[config.mk]
export PLATFORM = sky130hd
export DESIGN_NAME = binary_arithmetic_encoder_core
export DESIGN_NICKNAME = d
export VERILOG_FILES = /design/src/rtl/bae_pkg.sv /design/src/rtl/bae_mul.sv /design/src/rtl/binary_arithmetic_encoder_core.sv
export VERILOG_INCLUDE_DIRS = /design/src /design/src/rtl
export SDC_FILE = /design/constraint.sdc
export NUM_CORES = 2
export LEC_CHECK = 0
export BUFFER_PORTS_ARGS = -buffer_cell sky130_fd_sc_hd__buf_2
export CAP_MARGIN = 20
export CORE_AREA = 2 2 229 457
export DETAILED_ROUTE_END_ITERATION = 10
export DIE_AREA = 0 0 231 459
export HOLD_SLACK_MARGIN = 0.15
export PLACE_DENSITY = 0.68
export SETUP_SLACK_MARGIN = 0.1
export SYNTH_ARGS = -nofsm -noshare
export SYNTH_HDL_FRONTEND = slang
export SYNTH_SLANG_ARGS = --single-unit
[constraint.sdc]
create_clock -name clk -period 11.25 [get_ports clk]
set_input_delay 1.125 -clock clk [delete_from_list [all_inputs] [get_ports clk]]
set_output_delay 1.125 -clock clk [all_outputs]
set_load 0.01 [all_outputs]
[src/rtl/assert_macros.svh]
// ----------------------------------------------------------------------------
// assert_macros.svh
// Concurrent assertion wrappers; empty when SYNTHESIS is defined.
// ----------------------------------------------------------------------------
`ifndef ASSERT_MACROS_SVH
`define ASSERT_MACROS_SVH

`ifndef SYNTHESIS

// assertion with reset guard
`define BAE_ASSERT(label, clk, rst, prop, msg) \
  label: assert property (@(posedge clk) disable iff (rst) prop) else $error(msg);

// assertion checked in reset as well
`define BAE_ASSERT_ALWAYS(label, clk, prop, msg) \
  label: assert property (@(posedge clk) prop) else $error(msg);

`else

`define BAE_ASSERT(label, clk, rst, prop, msg)
`define BAE_ASSERT_ALWAYS(label, clk, prop, msg)

`endif

`endif

[src/rtl/bae_pkg.sv]
// ----------------------------------------------------------------------------
// bae_pkg
// Shared widths and defaults for the binary arithmetic encoder.
// ----------------------------------------------------------------------------
package bae_pkg;

  localparam int PROB_BITS_DEF  = 15;  // probability precision
  localparam int WORD_W         = 64;  // low / range word
  localparam int MUL_A_W        = 32;  // multiplier slice of the range
  localparam int PROB_W         = 15;
  localparam int BYTE_W         = 8;
  localparam int CARRY_W        = 2;

endpackage

[src/rtl/bae_mul.sv]
// ----------------------------------------------------------------------------
// bae_mul
// Shared 32 x (PROB_BITS+1) multiplier with registered product.
// ----------------------------------------------------------------------------
module bae_mul #(
  parameter int B_W = bae_pkg::PROB_BITS_DEF + 1
) (
  input  logic                          clk,
  input  logic [bae_pkg::MUL_A_W-1:0]   a,
  input  logic [B_W-1:0]                b,
  output logic [bae_pkg::MUL_A_W+B_W-1:0] prod
);

  localparam int P_W = bae_pkg::MUL_A_W + B_W;

  always_ff @(posedge clk) begin
    prod <= P_W'(a) * P_W'(b);
  end

endmodule

[src/rtl/binary_arithmetic_encoder_core.sv]
// A coded decision holds the input stalled through the multiply, accumulate, adjust
// and low-update states, then through renormalisation (its first word loads in the
// renormalisation state after the low update); a flush adds the span, hi and check
// states before its words. One uncoded decision per cycle without a flush; coded ones
// wait on the shared 32-bit slice multiplier's two passes, then serial byte output.
// Reset (rst, synchronous): coder state back to low 0, full range, no pending word.
// ----------------------------------------------------------------------------
// binary_arithmetic_encoder_core
// 64-bit binary range coder: multiplies the interval down per decision,
// emits three bytes on renormalisation, signals carries and flushes on request.
// ----------------------------------------------------------------------------
`include "assert_macros.svh"

module binary_arithmetic_encoder_core #(
  parameter int PROB_BITS = bae_pkg::PROB_BITS_DEF
) (
  input  logic                        clk,
  input  logic                        rst,
  // input words
  input  logic                        in_valid,
  output logic                        in_stall,
  input  logic                        bit_value,
  input  logic [bae_pkg::PROB_W-1:0]  prob_one,
  input  logic                        end_of_block,
  // output words
  output logic                        out_valid,
  input  logic                        out_stall,
  output logic [bae_pkg::BYTE_W-1:0]  out_byte,
  output logic                        byte_present,
  output logic [bae_pkg::CARRY_W-1:0] carry_count,
  output logic                        last_of_run,
  output logic                        stream_done
);

  localparam int W      = bae_pkg::WORD_W;
  localparam int AW     = bae_pkg::MUL_A_W;
  localparam int BW     = PROB_BITS + 1;
  localparam int PW     = AW + BW;
  localparam int CW     = bae_pkg::CARRY_W;
  localparam int BYW    = bae_pkg::BYTE_W;

  localparam logic [W-1:0]  RangeReset  = W'(1) << (W - PROB_BITS);
  localparam logic [W-1:0]  RenormLimit = W'(1) << (33 - PROB_BITS);
  localparam logic [BW-1:0] ProbScale   = BW'(1) << PROB_BITS;

  typedef enum logic [3:0] {
    ST_IDLE,
    ST_MUL_LO,
    ST_MUL_HI,
    ST_ACC,
    ST_ADJ,
    ST_LOW,
    ST_RENORM,
    ST_FLUSH_SPAN,
    ST_FLUSH_HI,
    ST_FLUSH_CHK,
    ST_FLUSH_EMIT,
    ST_FLUSH_WRAP
  } state_t;

  state_t state;

  logic [W-1:0]  interval_low;
  logic [W-1:0]  interval_range;
  logic [W-1:0]  low_at_renorm;
  logic [W-1:0]  scaled;
  logic [W-1:0]  delta;
  logic [W-1:0]  span;
  logic [W-1:0]  hi;
  logic [W-1:0]  diff;
  logic          coded_bit;
  logic [BW-1:0] sub_width;
  logic          flush_req;
  logic          renorm_due;
  logic          pending;
  logic [1:0]    byte_idx;

  logic [AW-1:0]          mul_a;
  logic [PW-1:0]          prod;
  logic [PROB_BITS-1:0]   prob_sat;
  logic [BW-1:0]          width_in;
  logic                   slot_free;
  logic                   word_load;
  logic [BYW-1:0]         renorm_byte;
  logic [W-1:0]           range_next;

  // probability saturation and subinterval width of the incoming decision
  always_comb begin
    if ({1'b0, prob_one} >= (bae_pkg::PROB_W + 1)'(ProbScale)) begin
      prob_sat = '1;
    end else begin
      prob_sat = prob_one[PROB_BITS-1:0];
    end
    width_in = bit_value ? {1'b0, prob_sat} : ProbScale - {1'b0, prob_sat};
  end

  assign mul_a      = (state == ST_MUL_HI) ? interval_range[W-1:AW] : interval_range[AW-1:0];
  assign slot_free  = !out_valid || !out_stall;
  assign word_load  = slot_free && ((state == ST_RENORM) || (state == ST_FLUSH_EMIT) ||
                                    (state == ST_FLUSH_WRAP));
  assign in_stall   = (state != ST_IDLE);
  assign range_next = scaled >> PROB_BITS;

  always_comb begin
    case (byte_idx)
      2'd0:    renorm_byte = interval_low[63:56];
      2'd1:    renorm_byte = interval_low[55:48];
      default: renorm_byte = interval_low[47:40];
    endcase
  end

  bae_mul #(
    .B_W (BW)
  ) u_mul (
    .clk  (clk),
    .a    (mul_a),
    .b    (sub_width),
    .prod (prod)
  );

  always_ff @(posedge clk) begin
    if (rst) begin
      state          <= ST_IDLE;
      out_valid      <= 1'b0;
      interval_low   <= '0;
      interval_range <= RangeReset;
      low_at_renorm  <= '0;
    end else begin
      if (word_load) begin
        out_valid <= 1'b1;
      end else if (!out_stall) begin
        out_valid <= 1'b0;
      end
      case (state)
        ST_IDLE: begin
          if (in_valid) begin
            coded_bit <= bit_value;
            sub_width <= width_in;
            flush_req <= end_of_block;
            if (prob_one != '0) begin
              state <= ST_MUL_LO;
            end else if (end_of_block) begin
              state <= ST_FLUSH_SPAN;
            end
          end
        end
        ST_MUL_LO: begin
          state <= ST_MUL_HI;
        end
        ST_MUL_HI: begin
          scaled <= W'(prod);
          state  <= ST_ACC;
        end
        ST_ACC: begin
          // upper slice product lands at bit 32, wrapping mod 2^64
          scaled <= scaled + {prod[AW-1:0], {AW{1'b0}}};
          state  <= ST_ADJ;
        end
        ST_ADJ: begin
          // a one keeps the upper part: low moves by range*scale - range*width
          delta          <= coded_bit ? (interval_range << PROB_BITS) - scaled : '0;
          interval_range <= range_next;
          renorm_due     <= (range_next <= RenormLimit);
          state          <= ST_LOW;
        end
        ST_LOW: begin
          interval_low <= interval_low + delta;
          byte_idx     <= 2'd0;
          if (renorm_due) begin
            state <= ST_RENORM;
          end else if (flush_req) begin
            state <= ST_FLUSH_SPAN;
          end else begin
            state <= ST_IDLE;
          end
        end
        ST_RENORM: begin
          if (slot_free) begin
            out_byte     <= renorm_byte;
            byte_present <= 1'b1;
            carry_count  <= ((byte_idx == 2'd0) && (interval_low < low_at_renorm)) ?
                            CW'(1) : CW'(0);
            last_of_run  <= (byte_idx == 2'd2) && !flush_req;
            stream_done  <= 1'b0;
            byte_idx     <= byte_idx + 2'd1;
            if (byte_idx == 2'd2) begin
              interval_low   <= interval_low << 24;
              low_at_renorm  <= interval_low << 24;
              interval_range <= scaled << (24 - PROB_BITS);
              state          <= flush_req ? ST_FLUSH_SPAN : ST_IDLE;
            end
          end
        end
        ST_FLUSH_SPAN: begin
          span    <= (interval_range << PROB_BITS) - W'(1);
          pending <= (interval_low < low_at_renorm);
          state   <= ST_FLUSH_HI;
        end
        ST_FLUSH_HI: begin
          hi    <= interval_low + span;
          state <= ST_FLUSH_CHK;
        end
        ST_FLUSH_CHK: begin
          diff  <= interval_low ^ hi;
          state <= (hi > interval_low) ? ST_FLUSH_EMIT : ST_FLUSH_WRAP;
        end
        ST_FLUSH_EMIT: begin
          if (slot_free) begin
            out_byte     <= hi[63:56];
            byte_present <= 1'b1;
            carry_count  <= CW'(pending);
            pending      <= 1'b0;
            if (diff[63:56] == '0) begin
              // top bytes of low and hi still agree
              hi          <= hi << 8;
              diff        <= diff << 8;
              last_of_run <= 1'b0;
              stream_done <= 1'b0;
            end else begin
              last_of_run    <= 1'b1;
              stream_done    <= 1'b1;
              interval_low   <= '0;
              interval_range <= RangeReset;
              low_at_renorm  <= '0;
              state          <= ST_IDLE;
            end
          end
        end
        ST_FLUSH_WRAP: begin
          // hi wrapped: carry-only word
          if (slot_free) begin
            out_byte       <= '0;
            byte_present   <= 1'b0;
            carry_count    <= CW'(pending) + CW'(1);
            last_of_run    <= 1'b1;
            stream_done    <= 1'b1;
            interval_low   <= '0;
            interval_range <= RangeReset;
            low_at_renorm  <= '0;
            state          <= ST_IDLE;
          end
        end
        default: begin
          state <= ST_IDLE;
        end
      endcase
    end
  end

  `BAE_ASSERT(a_done_is_last, clk, rst, out_valid && stream_done |-> last_of_run,
              "stream_done without last_of_run")
  `BAE_ASSERT(a_carry_range, clk, rst, out_valid |-> carry_count != 2'd3,
              "carry_count out of range")
  `BAE_ASSERT(a_carry_only, clk, rst,
              out_valid && !byte_present |-> stream_done && carry_count != 2'd0,
              "bad carry-only word")
  `BAE_ASSERT(a_flush_reset, clk, rst,
              state == ST_IDLE && $past(state) == ST_FLUSH_EMIT |->
              interval_low == '0 && interval_range == RangeReset,
              "coder not reset after flush")

endmodule

==> impl_metrics.tcl <==
set metrics [dict create \
    outcome "finished clean" \
    slowest_delay_ns 0.75 \
    synth_edf_count 340 \
    ys_top_cells_by_area "edfxtp_1 (20%), fa_1 (16%), ha_1 (10%), dfxtp_1 (8.7%), inv_1 (4.9%)" \
    io_buffers 35 \
    rsz0062_at_grt "false" \
    gp_congestion 1.02 \
    routedWlPerCell_um 24.1 \
    worst_setup_path_start_kind "register" \
    clock_latency_ns 0.65 \
    p_comb_frac 0.208 \
    hold_buffers 0 \
    pin_count 36 \
    synthCells 5668 \
    grt_overflow 0 \
    arrival_ns 9.19 \
    cts-htree-levels 2 \
    seq_area_frac_synth 0.287 \
    grt_max_degree 96 \
    nets 6409 \
    cts_tree "yes" \
    syn_nets 6529 \
    synth_xor_area_frac 0.0498 \
    syn-cell-area_um2 51000 \
    synth_compound_area_frac 0.149 \
    antenna_found_initial 11 \
    synth_top_family_by_area "adder cells" \
    maxSlewViolCount 0 \
    grt_use_total 0.315 \
    worstSetupPathType "reg2reg" \
    vias_per_cell 6.04 \
    slew_headroom 0.218 \
    ir_worst_vdd_uv 124 \
    fin_area_um2 54200 \
    yosys_most_used_dff "edfxtp_1" \
    ctsResizeCount 0 \
    hpwl_um 130000 \
    synth_top_area_frac 0.200 \
    clock_path_buffers 3 \
    async_flop_share 0 \
    fp-row-count 167 \
    dieHeight_um 459 \
    netlist-cell-type-count 74 \
    core_um2 103000 \
    final_layout_size_suffix_gt1_frac 0.0443 \
    cp_max_fo 34 \
    cts-root-buf "clkbuf_16" \
    max-cap-violations 0 \
    drt-total-wl_um 167000 \
    placed_area_um2 52400 \
    rr_worst_depth 27 \
    synth.avg_cell_area_um2 9.00 \
    ant_nets 0 \
    grt_pass1_vias 41661 \
    start_util 0.496 \
    clkPwrFrac 0.356 \
    leakage_uw 0.0233 \
    crit_path_frequent_cell "fa_1" \
    synth_seq_cells 561 \
    worstSetupEndpointType "register" \
    synthAdderAreaFrac 0.268 \
    synth-simple-area-share 0.169 \
    hold_path_class "reg2reg" \
    synth-warning-count 0 \
    hold_viol_final 0 \
    cts_setup_buffers 0 \
    cts_buffers 56 \
    drtIter0Drc 4385 \
    post-route-period-util 0.767 \
    yosys.area.top_type "edfxtp_1" \
    crit_slowest_cell "dfxtp_1" \
    worstMarginPinSlew_ns 1.16 \
    seqPwrFrac 0.436 \
    power.density_nw_per_um2 101 \
    fmax_mhz 116 \
    die_width_um 231 \
    drc_errors 0 \
    skew_ns 0.0134 \
    clkTransAtPathRegs_ns 0.07 \
    synth_mux_area_frac 0.00890 \
    cts.sink_count 561 \
    cp.required_ns 11.81 \
    syn_to_final_growth_pct 6.28 \
    switching_share 0.309 \
    setup_violations 0 \
    p_switching_uw 1700 \
    period_needed_ns 8.63 \
    grt_first_pass_wirelength_um 254000 \
    p_int_uw 3790 \
    vias 41997 \
    die_area_um2 106000 \
    firstDrtPassIters 7 \
    fillers 9632 \
    whs_path_depth 2 \
    fin_setup_tns_ns 0 \
]
==> through the flow <==
stage	worst slack, ns	hold slack [ns]	util	cells	power, uW
final	2.62	0.451	0.527	6948	5480
after global routing	2.15	0.473	0.527	6947	5690
after CTS	2.67	0.452	0.527	6945	5490
after detailed placement	2.73	0.443	0.509	6841	3560
after global placement	2.76	0.435	0.509	6840	3540
after floorplan	2.10	0.428	-	5668	3180
==> layout make-up <==
class / count / area [um^2] / share of cell area
clock inverters: 31 / 304 / 0.00561
repair buffers: 87 / 566 / 0.0104
clock buffers: 73 / 1540 / 0.0284
well taps: 1352 / 1690 / 0.0312
multi-input cells: 4180 / 33000 / 0.609
diodes: 2 / 5.00 / 0.0000923
inverters: 662 / 2480 / 0.0458
flip-flops and latches: 561 / 14600 / 0.270
==> power by group through the flow <==
stage / Clock [uW] / Combinational (uW) / Sequential (uW)
floorplan: 0 / 828 / 2350
global placement: 0 / 1110 / 2430
detailed placement: 0 / 1130 / 2430
CTS: 1960 / 1140 / 2380
global route: 2040 / 1270 / 2390
finish: 1950 / 1140 / 2390
==> cell usage in the layout, fill, tap and decap left out, types with 148 or more instances in the layout <==
master,instances
nand2_1,628
nor2_1,367
and2_1,298
dfxtp_1,221
o21ai_0,249
xnor2_1,159
a21o_1,148
a21oi_1,410
fa_1,420
edfxtp_1,340
ha_1,420
inv_1,662
==> worst max-delay path, delay by kind of cell (launching register included) <==
| family | cells | cell delay (ns) |
|---|---|---|
| compound gates | 8 | 1.85 |
| xor+xnor | 1 | 0.14 |
| fa+ha+maj | 7 | 3.45 |
| buf+inv | 6 | 0.89 |
| flops | 1 | 0.75 |
| mux | 1 | 0.54 |
| simple gates | 4 | 0.88 |
==> registers in the layout, summed over array words and instances, names as in the netlist, 2 cells and up <==
signal,flops
interval_range,64
diff,64
u_mul.prod,48
span,49
scaled,64
interval_low,64
carry_count,2
hi,64
low_at_renorm,40
state,4
byte_idx,2
delta,64
sub_width,16
out_byte,8
==> cell families after synthesis <==
family / after synthesis
flip-flops: 561
AND/OR/NAND/NOR: 1801
buffers and inverters: 927
multiplexers: 41
AO/OA/AOI/OAI: 1208
XOR/XNOR: 290
adder cells (fa/ha/maj): 840
==> per-layer routing <==
layer	track usage	routed length [um]
met5	0	90
met2	0.499	76600
met3	0.0488	13200
met4	0.157	9770
met1	0.420	67500
==> Yosys cell counts, drive strengths merged (10+ instances only) <==
master / number
inv: 662
nand2: 628
fa: 420
ha: 420
a21oi: 412
nor2: 372
edfxtp: 340
and2: 300
clkbuf: 257
o21ai: 251
dfxtp: 221
xnor2: 159
a21o: 149
xor2: 131
nor3: 108
a221oi: 74
nand3: 72
nand4: 71
a211oi: 46
nor2b: 46
nor4: 46
nand2b: 43
mux2: 35
and3: 33
o21a: 33
a31oi: 32
o21bai: 30
a22oi: 29
or3: 23
o211ai: 22
o31ai: 17
nand3b: 16
nor3b: 12
o22ai: 12
a21boi: 11
a22o: 10
==> worst paths after layout <==
kind / to / slack (ns) / startpoint
worst max-delay path: u_mul.prod[28] / 2.62 / state[1]
worst min-delay path: interval_range[50] / 0.45 / interval_range[50]
worst min register to register: interval_range[50] / 0.45 / interval_range[50]
worst max register to register: u_mul.prod[28] / 2.62 / state[1]
(Power assumes the default switching activity.)
